--- src/hdl/h128c_pkg.sv ---
// Package for the Hamming (12,8) codec: payload types, status and request codes,
// check-bit and syndrome decode functions.
// No dependencies; compiled first.
package h128c_pkg;

    localparam int COUNT_WIDTH = 32;
    localparam int TOTAL_WIDTH = 32;
    localparam int FRAME_WIDTH = 8;
    localparam int DATA_WIDTH  = 8;
    localparam int CHECK_WIDTH = 4;
    localparam int WORD_WIDTH  = DATA_WIDTH + CHECK_WIDTH;

    typedef logic [COUNT_WIDTH-1:0] count_t;
    typedef logic [TOTAL_WIDTH-1:0] total_t;
    typedef logic [FRAME_WIDTH-1:0] frame_t;
    typedef logic [DATA_WIDTH-1:0]  data_t;
    typedef logic [CHECK_WIDTH-1:0] check_t;
    typedef logic [WORD_WIDTH-1:0]  word_t;

    localparam logic REQ_ENCODE = 1'b0;
    localparam logic REQ_DECODE = 1'b1;

    typedef enum logic [1:0] {
        ST_CLEAN  = 2'd0,
        ST_FIXED  = 2'd1,
        ST_UNCORR = 2'd2
    } status_t;

    // Syndrome decode: data bit to flip (0..7), no change, or uncorrectable.
    typedef logic [3:0] fix_code_t;
    localparam fix_code_t FIX_NONE = 4'd8;
    localparam fix_code_t FIX_BAD  = 4'd9;

    localparam fix_code_t SYN_MAP [16] = '{
        FIX_NONE, FIX_NONE, FIX_NONE, 4'd0,
        FIX_NONE, FIX_BAD,  4'd1,     4'd4,
        FIX_NONE, 4'd3,     FIX_BAD,  4'd5,
        4'd2,     4'd6,     4'd7,     FIX_BAD
    };

    function automatic check_t check_bits(data_t d);
        check_t c;
        c[3] = d[7] ^ d[6] ^ d[5] ^ d[3] ^ d[2];
        c[2] = d[7] ^ d[6] ^ d[4] ^ d[2] ^ d[1];
        c[1] = d[7] ^ d[5] ^ d[4] ^ d[1] ^ d[0];
        c[0] = d[6] ^ d[5] ^ d[4] ^ d[3] ^ d[0];
        return c;
    endfunction

    function automatic count_t sat_inc(count_t v);
        return (v == '1) ? v : v + count_t'(1);
    endfunction

    function automatic total_t fit_total(count_t v);
        return total_t'(v);
    endfunction

endpackage

--- src/hdl/h128c_req_if.sv ---
// Request channel of the Hamming (12,8) codec: valid/ready plus request fields.
// Depends on h128c_pkg.
interface h128c_req_if;
    logic                   valid;
    logic                   ready;
    logic                   req_type;
    h128c_pkg::data_t       data_byte;
    h128c_pkg::word_t       codeword_in;
    logic                   frame_last;

    modport source (output valid, req_type, data_byte, codeword_in, frame_last,
                    input ready);
    modport sink   (input valid, req_type, data_byte, codeword_in, frame_last,
                    output ready);
endinterface

--- src/hdl/h128c_rsp_if.sv ---
// Result channel of the Hamming (12,8) codec: valid/ready plus result fields.
// Depends on h128c_pkg.
interface h128c_rsp_if;
    logic                   valid;
    logic                   ready;
    h128c_pkg::word_t       codeword_out;
    h128c_pkg::data_t       data_out;
    logic [1:0]             status;
    h128c_pkg::total_t      clean_total;
    h128c_pkg::total_t      fixed_total;
    h128c_pkg::total_t      error_total;
    h128c_pkg::frame_t      frame_errors;

    modport source (output valid, codeword_out, data_out, status, clean_total,
                    fixed_total, error_total, frame_errors, input ready);
    modport sink   (input valid, codeword_out, data_out, status, clean_total,
                    fixed_total, error_total, frame_errors, output ready);
endinterface

--- src/hdl/hamming_12_8_codec_top.sv ---
// Hamming (12,8) codec top level: encode/decode with decode statistics.
// Pipeline: input register, then result register, with the encode/decode datapath between.
// Throughput: one request per cycle; the result register only stalls the pipe when it is
// full and the sink holds ready low.
// Reset (rst_n, async active low): clears pipe valid bits, the three saturating totals
// and the frame error count. Depends on h128c_pkg, h128c_req_if, h128c_rsp_if.
module hamming_12_8_codec_top (
    input  logic          clk,
    input  logic          rst_n,
    h128c_req_if.sink     req,
    h128c_rsp_if.source   rsp
);

    // Input register stage
    logic                   in_valid_reg;
    logic                   in_type_reg;
    h128c_pkg::data_t       in_byte_reg;
    h128c_pkg::word_t       in_word_reg;
    logic                   in_last_reg;

    // Result register stage
    logic                   out_valid_reg;
    h128c_pkg::word_t       out_word_reg;
    h128c_pkg::data_t       out_data_reg;
    h128c_pkg::status_t     out_status_reg;
    h128c_pkg::total_t      out_clean_reg;
    h128c_pkg::total_t      out_fixed_reg;
    h128c_pkg::total_t      out_error_reg;
    h128c_pkg::frame_t      out_frame_reg;

    // Running statistics
    h128c_pkg::count_t      clean_count_reg, clean_count_next;
    h128c_pkg::count_t      fixed_count_reg, fixed_count_next;
    h128c_pkg::count_t      error_count_reg, error_count_next;
    h128c_pkg::frame_t      frame_count_reg, frame_count_next;

    // Stage handshakes: the result register frees up when empty or being drained;
    // the input register advances whenever the result register can take it.
    logic                   out_free;
    logic                   advance;

    assign out_free  = !out_valid_reg || rsp.ready;
    assign advance   = in_valid_reg && out_free;
    assign req.ready = !in_valid_reg || out_free;

    // Encode / decode datapath between the two registers
    h128c_pkg::data_t       rx_data;
    h128c_pkg::check_t      syndrome;
    h128c_pkg::fix_code_t   fix_code;
    h128c_pkg::data_t       dec_data;
    h128c_pkg::status_t     dec_status;
    h128c_pkg::frame_t      frame_report;
    h128c_pkg::word_t       res_word;
    h128c_pkg::data_t       res_data;
    h128c_pkg::status_t     res_status;

    always_comb
    begin
        rx_data    = in_word_reg[h128c_pkg::WORD_WIDTH-1:h128c_pkg::CHECK_WIDTH];
        syndrome   = h128c_pkg::check_bits(rx_data)
                     ^ in_word_reg[h128c_pkg::CHECK_WIDTH-1:0];
        fix_code   = h128c_pkg::SYN_MAP[syndrome];
        dec_data   = rx_data;
        dec_status = h128c_pkg::ST_CLEAN;
        if (fix_code == h128c_pkg::FIX_BAD)
        begin
            dec_status = h128c_pkg::ST_UNCORR;
        end
        else if (fix_code != h128c_pkg::FIX_NONE)
        begin
            // flip the single data bit the syndrome points at
            dec_data   = rx_data ^ (h128c_pkg::data_t'(1) << fix_code[2:0]);
            dec_status = h128c_pkg::ST_FIXED;
        end
    end

    // Statistics update: only decodes move counters; encodes report current counts.
    always_comb
    begin
        clean_count_next = clean_count_reg;
        fixed_count_next = fixed_count_reg;
        error_count_next = error_count_reg;
        frame_count_next = frame_count_reg;
        frame_report     = frame_count_reg;
        res_word         = {in_byte_reg, h128c_pkg::check_bits(in_byte_reg)};
        res_data         = '0;
        res_status       = h128c_pkg::ST_CLEAN;
        if (in_type_reg == h128c_pkg::REQ_DECODE)
        begin
            res_word   = '0;
            res_data   = dec_data;
            res_status = dec_status;
            case (dec_status)
                h128c_pkg::ST_UNCORR:
                begin
                    error_count_next = h128c_pkg::sat_inc(error_count_reg);
                    frame_report     = frame_count_reg + h128c_pkg::frame_t'(1);
                end
                h128c_pkg::ST_FIXED:
                begin
                    fixed_count_next = h128c_pkg::sat_inc(fixed_count_reg);
                end
                default:
                begin
                    clean_count_next = h128c_pkg::sat_inc(clean_count_reg);
                end
            endcase
            // report the frame count including this word, then drop it at frame end
            frame_count_next = in_last_reg ? '0 : frame_report;
        end
    end

    // Control state: valid bits and counters
    always_ff @(posedge clk or negedge rst_n)
    begin
        if (!rst_n)
        begin
            in_valid_reg    <= 1'b0;
            out_valid_reg   <= 1'b0;
            clean_count_reg <= '0;
            fixed_count_reg <= '0;
            error_count_reg <= '0;
            frame_count_reg <= '0;
        end
        else
        begin
            if (req.ready)
            begin
                in_valid_reg <= req.valid;
            end
            if (out_free)
            begin
                out_valid_reg <= in_valid_reg;
            end
            if (advance)
            begin
                clean_count_reg <= clean_count_next;
                fixed_count_reg <= fixed_count_next;
                error_count_reg <= error_count_next;
                frame_count_reg <= frame_count_next;
            end
        end
    end

    // Payload registers: hold while stalled
    always_ff @(posedge clk)
    begin
        if (req.valid && req.ready)
        begin
            in_type_reg <= req.req_type;
            in_byte_reg <= req.data_byte;
            in_word_reg <= req.codeword_in;
            in_last_reg <= req.frame_last;
        end
        if (advance)
        begin
            out_word_reg   <= res_word;
            out_data_reg   <= res_data;
            out_status_reg <= res_status;
            out_clean_reg  <= h128c_pkg::fit_total(clean_count_next);
            out_fixed_reg  <= h128c_pkg::fit_total(fixed_count_next);
            out_error_reg  <= h128c_pkg::fit_total(error_count_next);
            out_frame_reg  <= frame_report;
        end
    end

    assign rsp.valid        = out_valid_reg;
    assign rsp.codeword_out = out_word_reg;
    assign rsp.data_out     = out_data_reg;
    assign rsp.status       = out_status_reg;
    assign rsp.clean_total  = out_clean_reg;
    assign rsp.fixed_total  = out_fixed_reg;
    assign rsp.error_total  = out_error_reg;
    assign rsp.frame_errors = out_frame_reg;

    // Totals never decrease (they saturate rather than wrap)
    a_totals_monotonic: assert property (@(posedge clk) disable iff (!rst_n)
        1'b1 |=> (clean_count_reg >= $past(clean_count_reg))
              && (fixed_count_reg >= $past(fixed_count_reg))
              && (error_count_reg >= $past(error_count_reg)))
        else $error("decode total decreased");

    // An encode leaves all statistics untouched
    a_encode_keeps_stats: assert property (@(posedge clk) disable iff (!rst_n)
        (advance && in_type_reg == h128c_pkg::REQ_ENCODE)
        |=> $stable(clean_count_reg) && $stable(fixed_count_reg)
            && $stable(error_count_reg) && $stable(frame_count_reg))
        else $error("encode changed statistics");

    // At most one total moves per decode
    a_one_total_moves: assert property (@(posedge clk) disable iff (!rst_n)
        advance |=> $countones({clean_count_reg != $past(clean_count_reg),
                                fixed_count_reg != $past(fixed_count_reg),
                                error_count_reg != $past(error_count_reg)}) <= 1)
        else $error("more than one total changed for one request");

    // Counters move only when a request leaves the input register
    a_stats_idle: assert property (@(posedge clk) disable iff (!rst_n)
        !advance |=> $stable(clean_count_reg) && $stable(fixed_count_reg)
                     && $stable(error_count_reg) && $stable(frame_count_reg))
        else $error("statistics changed without a request");

endmodule
--- src/flat_wrapper.sv ---
// flat-port wrapper written by rule: the top's interface ports become plain ports
module hamming_12_8_codec_top_flat 
  (clk, rst_n, req_valid, req_req_type, req_data_byte, req_codeword_in, req_frame_last, req_ready, rsp_valid, rsp_codeword_out, rsp_data_out, rsp_status, rsp_clean_total, rsp_fixed_total, rsp_error_total, rsp_frame_errors, rsp_ready);
  h128c_req_if req_i ();
  h128c_rsp_if rsp_i ();
  input  logic clk;
  input  logic rst_n;
  input wire logic [$bits(req_i.valid)-1:0] req_valid;
  input wire logic [$bits(req_i.req_type)-1:0] req_req_type;
  input wire logic [$bits(req_i.data_byte)-1:0] req_data_byte;
  input wire logic [$bits(req_i.codeword_in)-1:0] req_codeword_in;
  input wire logic [$bits(req_i.frame_last)-1:0] req_frame_last;
  output wire logic [$bits(req_i.ready)-1:0] req_ready;
  output wire logic [$bits(rsp_i.valid)-1:0] rsp_valid;
  output wire logic [$bits(rsp_i.codeword_out)-1:0] rsp_codeword_out;
  output wire logic [$bits(rsp_i.data_out)-1:0] rsp_data_out;
  output wire logic [$bits(rsp_i.status)-1:0] rsp_status;
  output wire logic [$bits(rsp_i.clean_total)-1:0] rsp_clean_total;
  output wire logic [$bits(rsp_i.fixed_total)-1:0] rsp_fixed_total;
  output wire logic [$bits(rsp_i.error_total)-1:0] rsp_error_total;
  output wire logic [$bits(rsp_i.frame_errors)-1:0] rsp_frame_errors;
  input wire logic [$bits(rsp_i.ready)-1:0] rsp_ready;
  assign req_i.valid = req_valid;
  assign req_i.req_type = req_req_type;
  assign req_i.data_byte = req_data_byte;
  assign req_i.codeword_in = req_codeword_in;
  assign req_i.frame_last = req_frame_last;
  assign req_ready = req_i.ready;
  assign rsp_valid = rsp_i.valid;
  assign rsp_codeword_out = rsp_i.codeword_out;
  assign rsp_data_out = rsp_i.data_out;
  assign rsp_status = rsp_i.status;
  assign rsp_clean_total = rsp_i.clean_total;
  assign rsp_fixed_total = rsp_i.fixed_total;
  assign rsp_error_total = rsp_i.error_total;
  assign rsp_frame_errors = rsp_i.frame_errors;
  assign rsp_i.ready = rsp_ready;
  hamming_12_8_codec_top u_core (.clk(clk), .rst_n(rst_n), .req(req_i), .rsp(rsp_i));
endmodule
--- config.mk ---
export PLATFORM = sky130hd
export DESIGN_NAME = hamming_12_8_codec_top_flat
export DESIGN_NICKNAME = d
export VERILOG_FILES = /design/src/hdl/h128c_pkg.sv /design/src/hdl/h128c_req_if.sv /design/src/hdl/h128c_rsp_if.sv /design/src/hdl/hamming_12_8_codec_top.sv /design/src/flat_wrapper.sv
export SDC_FILE = /design/constraint.sdc
export NUM_CORES = 1
export LEC_CHECK = 0
export CAP_MARGIN = 25
export CORE_AREA = 8 8 174 176
export CTS_BUF_LIST = sky130_fd_sc_hd__clkbuf_4 sky130_fd_sc_hd__clkbuf_8 sky130_fd_sc_hd__clkbuf_16
export DETAILED_ROUTE_END_ITERATION = 10
export DIE_AREA = 0 0 182 184
export DONT_BUFFER_PORTS = 1
export GPL_TIMING_DRIVEN = 0
export PLACE_DENSITY_LB_ADDON = 0.1
export REMOVE_ABC_BUFFERS = 1
export SYNTH_ARGS = -nofsm -noshare
export SYNTH_HDL_FRONTEND = slang
export SYNTH_SLANG_ARGS = --single-unit
--- constraint.sdc ---
create_clock -name clk -period 10.74 [get_ports clk]
set_input_delay 1.611 -clock clk [delete_from_list [all_inputs] [get_ports clk]]
set_output_delay 1.611 -clock clk [all_outputs]
set_load 0.05 [all_outputs]
==> impl_results.html, run 1 <==
<table>
<tr><th>Metric</th><th>Value</th></tr>
<tr><th colspan="2">Cells and area</th></tr>
<tr><td>Post-layout net count</td><td>1047</td></tr>
<tr><td>Final antenna diode count</td><td>0</td></tr>
<tr><td>Design area</td><td>13400 sq um</td></tr>
<tr><td>Fraction of layout cells with a size suffix above 1</td><td>9.54%</td></tr>
<tr><td>Area growth, synth to finish</td><td>10.6%</td></tr>
<tr><th colspan="2">Synthesis</th></tr>
<tr><td>Commonest cells post-synth</td><td>edfxtp_1 (148), dfrtp_1 (106), xnor2_1 (106), xor2_1 (106), nand2_1 (98)</td></tr>
<tr><td>Fraction of registers with async set or reset after synthesis</td><td>41.7%</td></tr>
<tr><td>Synth Warn #</td><td>0</td></tr>
<tr><td>Leading post-synthesis cells by cell area</td><td>edfxtp_1 (37%), dfrtp_1 (22%), xnor2_1 (7.7%)</td></tr>
<tr><td>Number of flops mapped to enable cells by yosys</td><td>148</td></tr>
<tr><td>Number of synthesized register bits</td><td>254</td></tr>
<tr><td>Netlist area before placement</td><td>12100 sq um</td></tr>
<tr><td>Syn Area/Cell</td><td>11.9 sq um</td></tr>
<tr><td>Area share of the largest cell type after synthesis</td><td>36.6%</td></tr>
<tr><td>Instance count of the mapped netlist</td><td>1017</td></tr>
<tr><td>Sequential fraction of the synthesis area</td><td>58.5%</td></tr>
<tr><td>Commonest register cell after synthesis</td><td>edfxtp_1</td></tr>
<tr><td>Distinct cell type count after synthesis</td><td>69</td></tr>
<tr><td>Most area-hungry cell type in the Yosys netlist</td><td>edfxtp_1</td></tr>
<tr><td>Most frequent cell after synthesis</td><td>edfxtp_1</td></tr>
<tr><th colspan="2">Power and ir drop</th></tr>
<tr><td>Total leakage power</td><td>0.00546 uW</td></tr>
<tr><td>Power density over the cells</td><td>197 nW/um^2</td></tr>
<tr><td>IR drop worst, VDD</td><td>118 uV</td></tr>
<tr><th colspan="2">Clock tree</th></tr>
<tr><td>H-Tree Level Count</td><td>1</td></tr>
<tr><td>Total clock buffers created by CTS</td><td>28</td></tr>
<tr><td>Clock sinks</td><td>254</td></tr>
<tr><td>Clock edge transition at the registers on the reported setup and hold paths</td><td>0.06 ns</td></tr>
<tr><td>TritonCTS clock tree</td><td>done</td></tr>
<tr><td>Post-CTS Hold Fix Bufs</td><td>0</td></tr>
<tr><td>Postcts setup bufs</td><td>0</td></tr>
<tr><td>Post-cts resize count</td><td>0</td></tr>
<tr><td>Skew-Pair Late Insertion Delay</td><td>0.54 ns</td></tr>
<tr><td>Max Buffers Root-to-Sink</td><td>3</td></tr>
<tr><td>CTS Root Buffer Type</td><td>clkbuf_16</td></tr>
<tr><th colspan="2">Timing</th></tr>
<tr><td>Total of endpoints with negative setup slack in the final report</td><td>0</td></tr>
<tr><td>Transition at the pin with the smallest max-transition slack</td><td>0.945 ns</td></tr>
<tr><td>Worst clock skew</td><td>0.0136 ns</td></tr>
<tr><td>Max_slew headroom</td><td>37.0%</td></tr>
<tr><td>Crit path time final</td><td>3.83 ns</td></tr>
<tr><td>Post-route clock period utilization</td><td>35.6%</td></tr>
<tr><td>RSZ-0062 raised after global routing</td><td>false</td></tr>
<tr><td>Total count of hold-check failures in the final report</td><td>0</td></tr>
<tr><td>Number of pins with negative max-slew slack in the final report</td><td>0</td></tr>
<tr><td>Timing-limited maximum frequency</td><td>261 MHz</td></tr>
<tr><td>Total Neg Setup Slack</td><td>0 ns</td></tr>
<tr><th colspan="2">Detailed routing</th></tr>
<tr><td>DRC violations left</td><td>0</td></tr>
<tr><td>Total number of vias</td><td>7310</td></tr>
<tr><td>Detail-routed net length per standard cell</td><td>18.5 um</td></tr>
<tr><td>DRT antenna net count</td><td>0</td></tr>
<tr><td>Number of iterations in the first detailed-routing pass</td><td>5</td></tr>
<tr><td>Sum of routed wire length over all layers</td><td>25700 um</td></tr>
<tr><td>Average vias per placed instance</td><td>5.28</td></tr>
<tr><td>Starting DRT DRC Count</td><td>447</td></tr>
<tr><th colspan="2">Placed design</th></tr>
<tr><td>GP Congestion</td><td>0.804</td></tr>
<tr><td>Number of input and output port buffers inserted</td><td>0</td></tr>
<tr><td>HPWL after detailed placement</td><td>17500 um</td></tr>
<tr><td>Cell area after placement</td><td>12500 sq um</td></tr>
<tr><th colspan="2">Floorplanning</th></tr>
<tr><td>Floorplan row count</td><td>61</td></tr>
<tr><td>Ports</td><td>154</td></tr>
<tr><td>Std-Cell Core Area</td><td>27500 sq um</td></tr>
<tr><td>Initial core utilization</td><td>44.1%</td></tr>
<tr><td>Die Width</td><td>182 um</td></tr>
<tr><td>Die height</td><td>184 um</td></tr>
<tr><td>Die area</td><td>33500 sq um</td></tr>
<tr><th colspan="2">Run status</th></tr>
<tr><td>Outcome</td><td>finished clean</td></tr>
<tr><th colspan="2">Global route</th></tr>
<tr><td>Pin count of the biggest net entering global routing</td><td>107</td></tr>
<tr><td>Global-route wire length before repair</td><td>41600 um</td></tr>
<tr><td>Aggregate global-route resource usage</td><td>15.3%</td></tr>
<tr><td>Total gr overflow</td><td>0</td></tr>
<tr><td>Number of global-route vias before repair</td><td>7392</td></tr>
<tr><td>Antenna violations before repair</td><td>2</td></tr>
<tr><th colspan="2">Worst setup path</th></tr>
<tr><td>Crit Path Class</td><td>reg -&gt; reg</td></tr>
<tr><td>CP required</td><td>11.02 ns</td></tr>
<tr><td>Kind of start point of the critical path</td><td>flop</td></tr>
<tr><td>Critical Path Sink Type</td><td>flop</td></tr>
<tr><td>Crit-path max FO</td><td>13</td></tr>
<tr><td>Arrival time at the worst endpoint</td><td>4.10 ns</td></tr>
<tr><th colspan="2">Hold path</th></tr>
<tr><td>Tightest Hold Check Type</td><td>reg -&gt; reg</td></tr>
<tr><th colspan="2">Run</th></tr>
<tr><td>Max-cap check violation count</td><td>0</td></tr>
</table>
-- placed cells by master, fill, tap and decap left out, types with 3 or more instances in the layout --
| cell | netlist | final |
|---|---|---|
| inv_1 | 16 | 16 |
| and3_1 | 21 | 21 |
| a31o_2 | 3 | 3 |
| a21o_1 | 3 | 3 |
| or3_1 | 5 | 5 |
| nor2b_1 | 10 | 10 |
| xor2_1 | 106 | 106 |
| dfrtp_1 | 106 | 106 |
| o21ai_0 | 7 | 7 |
| mux2_2 | 6 | 6 |
| mux2i_1 | 3 | 3 |
| or2_2 | 5 | 5 |
| buf_16 | 0 | 3 |
| edfxtp_1 | 148 | 148 |
| and2_1 | 8 | 8 |
| clkinv_1 | 2 | 5 |
| a21oi_1 | 9 | 9 |
| nor4_1 | 10 | 10 |
| ha_1 | 5 | 5 |
| nand3_1 | 54 | 54 |
| clkbuf_16 | 0 | 30 |
| nor2_1 | 92 | 92 |
| nand4_1 | 42 | 42 |
| nand2b_1 | 7 | 7 |
| nor3_1 | 42 | 42 |
| xnor2_1 | 106 | 106 |
| a211oi_1 | 4 | 4 |
| nand2_1 | 98 | 98 |
| and4_1 | 9 | 9 |
| clkbuf_4 | 0 | 14 |
| nor3_2 | 4 | 4 |
| nor4_2 | 7 | 7 |
| buf_4 | 2 | 3 |
-- layout make-up --
cell class                 instances  area [sq um]
clock buffer                      45           870
clock inverter                     7          32.5
fill                            2456         14100
inverter                          18          72.6
multi-input combinational        708          4810
sequential                       254          7100
tap                              346           433
timing repair buffer               6           105
-- logic make-up after synthesis --
logic type	share of synthesized area, %
AND/OR/NAND/NOR	18.0
AO/OA/AOI/OAI	3.02
adder cells (fa/ha/maj)	0.516
flip-flops	58.5
XOR/XNOR	17.1
buffers and inverters	1.94
multiplexers	0.928
-- stage by stage --
step	total power, uW	setup WS, ns	util [%]	hold slack [ns]	cells
2_1_floorplan	1640	3.82	-	0.457	980
3_3_place_gp	1750	0.513	45.1	0.475	1326
3_5_place_dp	1750	6.46	45.5	0.477	1331
4_1_cts	2690	6.87	48.8	0.498	1383
5_1_grt	2770	6.68	48.8	0.517	1384
6_report	2650	6.91	48.8	0.499	1384
-- critical path: stages, from the launching register on --
cell	delay, ns
edfxtp_1	0.46
xor2_1	0.21
xnor3_2	0.49
clkinv_1	0.27
ha_1	0.50
nor4_2	0.54
o22ai_4	0.21
and2_1	0.35
nand2_1	0.19
mux2_2	0.36
-- where the power goes --
part,total (uW),leakage (uW),internal (uW),switching [uW]
clock network,922,0.000456,552,369
registers,1370,0.00291,1140,231
logic,359,0.00209,129,229
total,2650,0.00546,1820,830
-- metal layers --
layer	share of wire [%]	wire [um]	global-route usage, %	vias to the layer above
met5	0.086	22	0	-
met4	1.3	346	3.18	4
met3	5.4	1380	3.60	31
met2	46	11800	24.7	167
met1	47	12100	20.8	3521
li1	-	-	-	3587
-- path summary, 6_finish.rpt --
path	start	end	slack (ns)	depth (start not counted)
setup / recovery	u_core.in_word_reg[9]	u_core.rsp.fixed_total[1]	6.91	9
min in group asynchronous	rst_n	u_core.error_count_reg[20]	0.78	0
max in group asynchronous	rst_n	u_core.clean_count_reg[14]	9.72	0
hold / removal	u_core.in_valid_reg	u_core.rsp.valid	0.50	1
hold reg to reg	u_core.in_valid_reg	u_core.rsp.valid	0.50	1
setup reg to reg	u_core.in_word_reg[9]	u_core.rsp.fixed_total[1]	6.91	9
Note: power is estimated with default switching activity, not from simulation.
==> run 2: changes to the inputs <==
==> constraint.sdc (replaced) <==
create_clock -name clk -period 4.01 [get_ports clk]
set_input_delay 0.6015 -clock clk [delete_from_list [all_inputs] [get_ports clk]]
set_output_delay 0.6015 -clock clk [all_outputs]
set_load 0.05 [all_outputs]
==> impl_results.html, run 2 (synthesized netlist as in run 1, its figures left out) <==
<table>
<tr><th>Metric</th><th>Value</th></tr>
<tr><th colspan="2">Placed design</th></tr>
<tr><td>GP Congestion</td><td>0.804 (unchanged)</td></tr>
<tr><td>Number of input and output port buffers inserted</td><td>0 (unchanged)</td></tr>
<tr><td>Cell area after placement</td><td>12500 sq um (unchanged)</td></tr>
<tr><td>HPWL after detailed placement</td><td>17500 um (unchanged)</td></tr>
<tr><th colspan="2">Timing</th></tr>
<tr><td>Hold Slack</td><td>0.00527 ns (was 0.499 ns)</td></tr>
<tr><td>Transition at the pin with the smallest max-transition slack</td><td>0.940 ns (was 0.945 ns)</td></tr>
<tr><td>Total count of hold-check failures in the final report</td><td>0 (unchanged)</td></tr>
<tr><td>RSZ-0062 raised after global routing</td><td>true (was false)</td></tr>
<tr><td>Crit path time final</td><td>3.83 ns (about the same)</td></tr>
<tr><td>Timing-limited maximum frequency</td><td>261 MHz (about the same)</td></tr>
<tr><td>Max_slew headroom</td><td>37.3% (was 37.0%)</td></tr>
<tr><td>Total of endpoints with negative setup slack in the final report</td><td>0 (unchanged)</td></tr>
<tr><td>Number of pins with negative max-slew slack in the final report</td><td>0 (unchanged)</td></tr>
<tr><td>Post-route clock period utilization</td><td>95.5% (was 35.6%)</td></tr>
<tr><td>Worst clock skew</td><td>0.0141 ns (was 0.0136 ns)</td></tr>
<tr><th colspan="2">Floorplanning</th></tr>
<tr><td>Ports</td><td>154 (unchanged)</td></tr>
<tr><td>Die height</td><td>184 um (unchanged)</td></tr>
<tr><td>Std-Cell Core Area</td><td>27500 sq um (unchanged)</td></tr>
<tr><td>Floorplan row count</td><td>61 (unchanged)</td></tr>
<tr><td>Initial core utilization</td><td>44.1% (unchanged)</td></tr>
<tr><td>Die Width</td><td>182 um (unchanged)</td></tr>
<tr><td>Die area</td><td>33500 sq um (unchanged)</td></tr>
<tr><th colspan="2">Cells and area</th></tr>
<tr><td>Multi-input combinational cell area</td><td>4820 sq um (was 4810 sq um)</td></tr>
<tr><td>Most frequent cells in the layout</td><td>edfxtp_1 (148), xor2_1 (106), xnor2_1 (106), dfrtp_1 (106), nand2_1 (98) (unchanged)</td></tr>
<tr><td>Post-layout net count</td><td>1048 (was 1047)</td></tr>
<tr><td>Final antenna diode count</td><td>0 (unchanged)</td></tr>
<tr><td>Area growth, synth to finish</td><td>10.9% (was 10.6%)</td></tr>
<tr><td>Fraction of layout cells with a size suffix above 1</td><td>9.82% (was 9.54%)</td></tr>
<tr><td>Commonest non-fill, non-tap cell in the layout</td><td>edfxtp_1 (unchanged)</td></tr>
<tr><td>Sequential cell area</td><td>7100 sq um (unchanged)</td></tr>
<tr><td>Filler cell count</td><td>2453 (was 2456)</td></tr>
<tr><td>Design area</td><td>13500 sq um (was 13400 sq um)</td></tr>
<tr><th colspan="2">Global route</th></tr>
<tr><td>Pin count of the biggest net entering global routing</td><td>107 (unchanged)</td></tr>
<tr><td>Antenna violations before repair</td><td>2 (unchanged)</td></tr>
<tr><td>Total gr overflow</td><td>0 (unchanged)</td></tr>
<tr><td>Highest-utilization routing layer at the global route stage</td><td>met2 (unchanged)</td></tr>
<tr><td>Met1 track utilization from global routing</td><td>20.8% (about the same)</td></tr>
<tr><td>Global-route wire length before repair</td><td>41700 um (was 41600 um)</td></tr>
<tr><td>Met2 global-route usage</td><td>24.8% (was 24.7%)</td></tr>
<tr><td>Number of global-route vias before repair</td><td>7405 (was 7392)</td></tr>
<tr><td>Met3 capacity usage during global routing</td><td>3.60% (unchanged)</td></tr>
<tr><td>Aggregate global-route resource usage</td><td>15.3% (about the same)</td></tr>
<tr><th colspan="2">Clock tree</th></tr>
<tr><td>H-Tree Level Count</td><td>1 (unchanged)</td></tr>
<tr><td>Skew-Pair Late Insertion Delay</td><td>0.54 ns (about the same)</td></tr>
<tr><td>TritonCTS clock tree</td><td>done (unchanged)</td></tr>
<tr><td>Clock sinks</td><td>254 (unchanged)</td></tr>
<tr><td>Max Buffers Root-to-Sink</td><td>3 (unchanged)</td></tr>
<tr><td>Total clock buffers created by CTS</td><td>28 (unchanged)</td></tr>
<tr><td>CTS Root Buffer Type</td><td>clkbuf_16 (unchanged)</td></tr>
<tr><td>Postcts setup bufs</td><td>0 (unchanged)</td></tr>
<tr><td>Clock edge transition at the registers on the reported setup and hold paths</td><td>0.06 ns (about the same)</td></tr>
<tr><th colspan="2">Detailed routing</th></tr>
<tr><td>Starting DRT DRC Count</td><td>432 (was 447)</td></tr>
<tr><td>Number of iterations in the first detailed-routing pass</td><td>5 (unchanged)</td></tr>
<tr><td>DRT antenna net count</td><td>0 (unchanged)</td></tr>
<tr><td>Total number of vias</td><td>7313 (was 7310)</td></tr>
<tr><td>DRC violations left</td><td>0 (unchanged)</td></tr>
<tr><td>Average vias per placed instance</td><td>5.28 (about the same)</td></tr>
<tr><td>Detail-routed net length per standard cell</td><td>18.5 um (about the same)</td></tr>
<tr><td>Sum of routed wire length over all layers</td><td>25700 um (about the same)</td></tr>
<tr><th colspan="2">Worst setup path</th></tr>
<tr><td>Cell type group with the largest total delay on the critical path</td><td>simple AND/OR/NAND/NOR gates (unchanged)</td></tr>
<tr><td>Delay contributed by the slowest stage of the critical path</td><td>0.54 ns (about the same)</td></tr>
<tr><td>Crit Path Class</td><td>reg -&gt; reg (unchanged)</td></tr>
<tr><td>CP Buf/Inv Count</td><td>1 (unchanged)</td></tr>
<tr><td>Slowest CP cell</td><td>nor4_2 (unchanged)</td></tr>
<tr><td>Cell Chain, Critical Path</td><td>xor2_1 &gt; xnor3_2 &gt; clkinv_1 &gt; ha_1 &gt; nor4_2 &gt; o22ai_4 &gt; and2_1 &gt; nand2_1 &gt; mux2_2 (unchanged)</td></tr>
<tr><td>Crit-path max FO</td><td>13 (unchanged)</td></tr>
<tr><td>Critical Path Sink Type</td><td>flop (unchanged)</td></tr>
<tr><td>Kind of start point of the critical path</td><td>flop (unchanged)</td></tr>
<tr><td>CP required</td><td>4.29 ns (was 11.02 ns)</td></tr>
<tr><td>Arrival time at the worst endpoint</td><td>4.11 ns (was 4.10 ns)</td></tr>
<tr><th colspan="2">Power and ir drop</th></tr>
<tr><td>Power density over the cells</td><td>529 nW/um^2 (was 197 nW/um^2)</td></tr>
<tr><td>IR drop worst, VDD</td><td>316 uV (was 118 uV)</td></tr>
<tr><td>Total design power</td><td>7120 uW (was 2650 uW)</td></tr>
<tr><td>Total leakage power</td><td>0.00547 uW (was 0.00546 uW)</td></tr>
<tr><th colspan="2">Run</th></tr>
<tr><td>Max-cap check violation count</td><td>0 (unchanged)</td></tr>
<tr><th colspan="2">Hold path</th></tr>
<tr><td>Tightest Hold Check Type</td><td>in -&gt; async (was reg -&gt; reg)</td></tr>
<tr><th colspan="2">Run status</th></tr>
<tr><td>Outcome</td><td>finished clean (unchanged)</td></tr>
</table>
run 2: changes by cell type in the layout (fill, tap and decap cells not counted), sizes merged:
cell and delta:
buf +1
run 2: report_power, final:
group / internal (uW) / switching, uW / leakage, uW
clock network: 1480 / 990 / 0.000456
logic: 349 / 637 / 0.00210
registers: 3050 / 617 / 0.00291
run 2: area by class of cell:
| cell class | count | share of cell area [%] |
|---|---|---|
| clock inverters | 7 | 0.242 |
| flip-flops and latches | 254 | 52.8 |
| repair buffers | 7 | 0.986 |
| inverters | 18 | 0.539 |
| clock buffers | 45 | 6.46 |
| multi-input cells | 708 | 35.8 |
| well taps | 346 | 3.22 |
run 2: worst reg2reg max path, delay by kind of cell, from the launching register on:
family / cells / cell delay [ns]
adder cells (fa/ha/maj): 1 / 0.50
buffers and inverters: 1 / 0.27
flip-flops: 1 / 0.46
multiplexers: 1 / 0.36
AO/OA/AOI/OAI: 1 / 0.21
AND/OR/NAND/NOR: 3 / 1.09
XOR/XNOR: 2 / 0.70
run 2: worst paths after layout:
check                                       from                    endpoint  slack [ns]  cells after the start
hold / removal                             rst_n  u_core.error_count_reg[11]       0.005                      1
hold reg to reg              u_core.in_valid_reg            u_core.rsp.valid        0.50                      1
setup / recovery           u_core.in_word_reg[9]   u_core.rsp.fixed_total[1]        0.18                      9
min in group clk             req_codeword_in[11]      u_core.in_word_reg[11]        0.16                      0
setup reg to reg           u_core.in_word_reg[9]   u_core.rsp.fixed_total[1]        0.18                      9
max in group asynchronous                  rst_n  u_core.clean_count_reg[14]        3.51                      1
run 2: repair_timing:
action,CTS,global route
resized for setup,0,2
endpoints found under the hold margin,106,0
endpoints found under the setup margin,0,11
hold buffers,1,0
run 2: per-stage QoR:
stage / util (%) / TNS (ns) / cells / setup slack [ns]
after floorplan: - / -182.11 / 980 / -1.90
after global placement: 45.1 / -615.39 / 1326 / -5.25
after detailed placement: 45.5 / 0 / 1331 / 0.162
after CTS: 48.9 / 0 / 1384 / 0.143
after global routing: 49.0 / -0.0877 / 1385 / -0.0363
final: 49.0 / 0 / 1385 / 0.179
run 2: layer usage:
metal	wire length [um]	share of wire [%]
met5	22	0.086
met2	11900	46
met1	12000	47
met4	348	1.4
met3	1390	5.4
==> run 3: changes to the inputs <==
--- a/config.mk
+++ b/config.mk
@@ -12,6 +12,7 @@
 export DIE_AREA = 0 0 182 184
 export DONT_BUFFER_PORTS = 1
 export GPL_TIMING_DRIVEN = 0
+export MAX_ROUTING_LAYER = met4
 export PLACE_DENSITY_LB_ADDON = 0.1
 export REMOVE_ABC_BUFFERS = 1
 export SYNTH_ARGS = -nofsm -noshare
==> impl_results.html, run 3 (synthesized netlist as in run 1, its figures left out) <==
<table>
<tr><th>Metric</th><th>Value</th></tr>
<tr><th colspan="2">Worst setup path</th></tr>
<tr><td>Cell Chain, Critical Path</td><td>xor2_1 &gt; xnor3_2 &gt; clkinv_1 &gt; ha_1 &gt; nor4_2 &gt; o22ai_4 &gt; and2_1 &gt; nand2_1 &gt; mux2_2 (unchanged)</td></tr>
<tr><td>R2R Path Start</td><td>u_core.in_word_reg[9] (unchanged)</td></tr>
<tr><td>Kind of start point of the critical path</td><td>flop (unchanged)</td></tr>
<tr><td>Critical Path Sink Type</td><td>flop (unchanged)</td></tr>
<tr><td>CP Buf/Inv Count</td><td>1 (unchanged)</td></tr>
<tr><td>Cells on worst reg2reg path</td><td>9 (unchanged)</td></tr>
<tr><td>Delay contributed by the slowest stage of the critical path</td><td>0.54 ns (about the same)</td></tr>
<tr><td>Arrival time at the worst endpoint</td><td>4.11 ns (about the same)</td></tr>
<tr><td>Slowest CP cell</td><td>nor4_2 (unchanged)</td></tr>
<tr><td>Crit Path Class</td><td>reg -&gt; reg (unchanged)</td></tr>
<tr><td>Crit-path max FO</td><td>13 (unchanged)</td></tr>
<tr><td>Cell type group with the largest total delay on the critical path</td><td>simple AND/OR/NAND/NOR gates (unchanged)</td></tr>
<tr><td>End of the worst register-to-register path</td><td>u_core.rsp.fixed_total[1] (unchanged)</td></tr>
<tr><td>CP required</td><td>4.29 ns (about the same)</td></tr>
<tr><td>R2R setup slack</td><td>0.18 ns (about the same)</td></tr>
<tr><th colspan="2">Clock tree</th></tr>
<tr><td>Postcts setup bufs</td><td>0 (unchanged)</td></tr>
<tr><td>CTS Root Buffer Type</td><td>clkbuf_16 (unchanged)</td></tr>
<tr><td>Total clock buffers created by CTS</td><td>28 (unchanged)</td></tr>
<tr><td>Max Buffers Root-to-Sink</td><td>3 (unchanged)</td></tr>
<tr><td>TritonCTS clock tree</td><td>done (unchanged)</td></tr>
<tr><td>H-Tree Level Count</td><td>1 (unchanged)</td></tr>
<tr><td>Clock edge transition at the registers on the reported setup and hold paths</td><td>0.06 ns (about the same)</td></tr>
<tr><td>Clock sinks</td><td>254 (unchanged)</td></tr>
<tr><td>Skew-Pair Late Insertion Delay</td><td>0.54 ns (about the same)</td></tr>
<tr><th colspan="2">Timing</th></tr>
<tr><td>Number of pins with negative max-slew slack in the final report</td><td>0 (unchanged)</td></tr>
<tr><td>Max_slew headroom</td><td>36.4% (was 37.3%)</td></tr>
<tr><td>Total Neg Setup Slack</td><td>0 ns (unchanged)</td></tr>
<tr><td>Crit path time final</td><td>3.83 ns (about the same)</td></tr>
<tr><td>Total of endpoints with negative setup slack in the final report</td><td>0 (unchanged)</td></tr>
<tr><td>Worst clock skew</td><td>0.0145 ns (was 0.0141 ns)</td></tr>
<tr><td>Post-route clock period utilization</td><td>95.5% (about the same)</td></tr>
<tr><td>Hold Slack</td><td>-0.0300 ns (was 0.00527 ns)</td></tr>
<tr><td>Timing-limited maximum frequency</td><td>261 MHz (about the same)</td></tr>
<tr><td>Transition at the pin with the smallest max-transition slack</td><td>0.954 ns (was 0.940 ns)</td></tr>
<tr><td>RSZ-0062 raised after global routing</td><td>true (unchanged)</td></tr>
<tr><td>Total count of hold-check failures in the final report</td><td>8 (was 0)</td></tr>
<tr><th colspan="2">Placed design</th></tr>
<tr><td>Number of input and output port buffers inserted</td><td>0 (unchanged)</td></tr>
<tr><td>Cell area after placement</td><td>12500 sq um (unchanged)</td></tr>
<tr><td>Count of placed standard cells including taps</td><td>1331 (unchanged)</td></tr>
<tr><td>GP Congestion</td><td>0.815 (was 0.804)</td></tr>
<tr><td>HPWL after detailed placement</td><td>17500 um (unchanged)</td></tr>
<tr><th colspan="2">Floorplanning</th></tr>
<tr><td>Initial core utilization</td><td>44.1% (unchanged)</td></tr>
<tr><td>Floorplan row count</td><td>61 (unchanged)</td></tr>
<tr><td>Std-Cell Core Area</td><td>27500 sq um (unchanged)</td></tr>
<tr><td>Ports</td><td>154 (unchanged)</td></tr>
<tr><td>Die height</td><td>184 um (unchanged)</td></tr>
<tr><td>Die Width</td><td>182 um (unchanged)</td></tr>
<tr><td>Die area</td><td>33500 sq um (unchanged)</td></tr>
<tr><th colspan="2">Detailed routing</th></tr>
<tr><td>Detail-routed net length per standard cell</td><td>18.5 um (about the same)</td></tr>
<tr><td>Starting DRT DRC Count</td><td>447 (was 432)</td></tr>
<tr><td>DRC violations left</td><td>0 (unchanged)</td></tr>
<tr><td>DRT antenna net count</td><td>0 (unchanged)</td></tr>
<tr><td>Average vias per placed instance</td><td>5.26 (was 5.28)</td></tr>
<tr><td>Number of iterations in the first detailed-routing pass</td><td>5 (unchanged)</td></tr>
<tr><td>Sum of routed wire length over all layers</td><td>25700 um (about the same)</td></tr>
<tr><td>Total number of vias</td><td>7294 (was 7313)</td></tr>
<tr><th colspan="2">Cells and area</th></tr>
<tr><td>Fraction of layout cells with a size suffix above 1</td><td>9.82% (unchanged)</td></tr>
<tr><td>Post-layout net count</td><td>1048 (unchanged)</td></tr>
<tr><td>Commonest non-fill, non-tap cell in the layout</td><td>edfxtp_1 (unchanged)</td></tr>
<tr><td>Most frequent cells in the layout</td><td>edfxtp_1 (148), xor2_1 (106), xnor2_1 (106), dfrtp_1 (106), nand2_1 (98) (unchanged)</td></tr>
<tr><td>Design area</td><td>13500 sq um (about the same)</td></tr>
<tr><td>Area growth, synth to finish</td><td>11.0% (was 10.9%)</td></tr>
<tr><td>Number of cells in the finished layout apart from fillers</td><td>1387 (was 1385)</td></tr>
<tr><th colspan="2">Power and ir drop</th></tr>
<tr><td>Total leakage power</td><td>0.00547 uW (about the same)</td></tr>
<tr><td>Power density over the cells</td><td>529 nW/um^2 (about the same)</td></tr>
<tr><td>IR drop worst, VDD</td><td>314 uV (was 316 uV)</td></tr>
<tr><th colspan="2">Run status</th></tr>
<tr><td>Outcome</td><td>complete, but fails checks (was finished clean)</td></tr>
<tr><td>Failing checks</td><td>negative hold slack</td></tr>
<tr><th colspan="2">Global route</th></tr>
<tr><td>Number of global-route vias before repair</td><td>7429 (was 7405)</td></tr>
<tr><td>Pin count of the biggest net entering global routing</td><td>107 (unchanged)</td></tr>
<tr><td>Aggregate global-route resource usage</td><td>15.8% (was 15.3%)</td></tr>
<tr><td>Antenna violations before repair</td><td>2 (unchanged)</td></tr>
<tr><td>Total gr overflow</td><td>0 (unchanged)</td></tr>
<tr><td>Global-route wire length before repair</td><td>41600 um (was 41700 um)</td></tr>
<tr><th colspan="2">Run</th></tr>
<tr><td>Max-cap check violation count</td><td>0 (unchanged)</td></tr>
<tr><th colspan="2">Hold path</th></tr>
<tr><td>Tightest Hold Check Type</td><td>in -&gt; async (unchanged)</td></tr>
</table>
-- run 3: repair_timing --
| item | in CTS | in global routing |
|---|---|---|
| setup endpoints to repair | 0 | 11 |
| hold buffers | 1 | 0 |
| gates resized for setup | 0 | 2 |
| endpoints found under the hold margin | 106 | 0 |
-- run 3: how the worst max path moves through the flow --
stage,start,to,slack (ns),depth (start not counted)
2_1_floorplan,u_core.rsp.valid,u_core.clean_count_reg[20],-1.90,7
3_3_place_gp,u_core.rsp.valid,u_core.clean_count_reg[20],-5.25,7
3_5_place_dp,u_core.in_word_reg[9],u_core.rsp.fixed_total[1],0.16,9
4_1_cts,u_core.in_word_reg[9],u_core.rsp.fixed_total[1],0.14,9
5_1_grt,u_core.in_word_reg[9],u_core.rsp.fixed_total[1],-0.04,9
6_report,u_core.in_word_reg[9],u_core.rsp.fixed_total[1],0.18,9
-- run 3: power by group --
part	switching, uW	total [uW]	internal, uW	leakage (uW)
registers	616	3670	3050	0.00291
logic	639	988	349	0.00210
clock network	987	2470	1480	0.000456
total	2240	7120	4880	0.00547
-- run 3: per-layer routing --
layer / wire length [um] / vias up / track usage [%]
li1: - / 3596 / -
met1: 12200 / 3529 / 21.0
met2: 12000 / 142 / 24.8
met3: 1230 / 27 / 3.20
met4: 336 / 0 / 3.18
met5: 0 / - / -
-- run 3: worst register-to-register path, stage by stage (launching register included) --
cell and delay [ns]:
edfxtp_1 0.46, xor2_1 0.21, xnor3_2 0.49, clkinv_1 0.27, ha_1 0.50, nor4_2 0.54, o22ai_4 0.21, and2_1 0.36
nand2_1 0.19, mux2_2 0.36
-- run 3: stage by stage --
stage	setup WS, ns	util (%)	power (uW)
3_5_place_dp	0.162	45.5	4690
6_report	0.181	49.0	7120
4_1_cts	0.143	48.9	7230
5_1_grt	-0.0365	49.0	7460
3_3_place_gp	-5.25	45.1	4680
2_1_floorplan	-1.90	-	4380
-- run 3: area by class of cell --
| type | instances | area [sq um] |
|---|---|---|
| Clock buffer | 45 | 870 |
| Timing Repair Buffer | 7 | 133 |
| Fill cell | 2453 | 14000 |
| Multi-Input combinational cell | 708 | 4820 |
| Sequential cell | 254 | 7100 |
| Tap cell | 346 | 433 |
| Antenna cell | 2 | 5.00 |
| Clock inverter | 7 | 32.5 |
| Inverter | 18 | 72.6 |
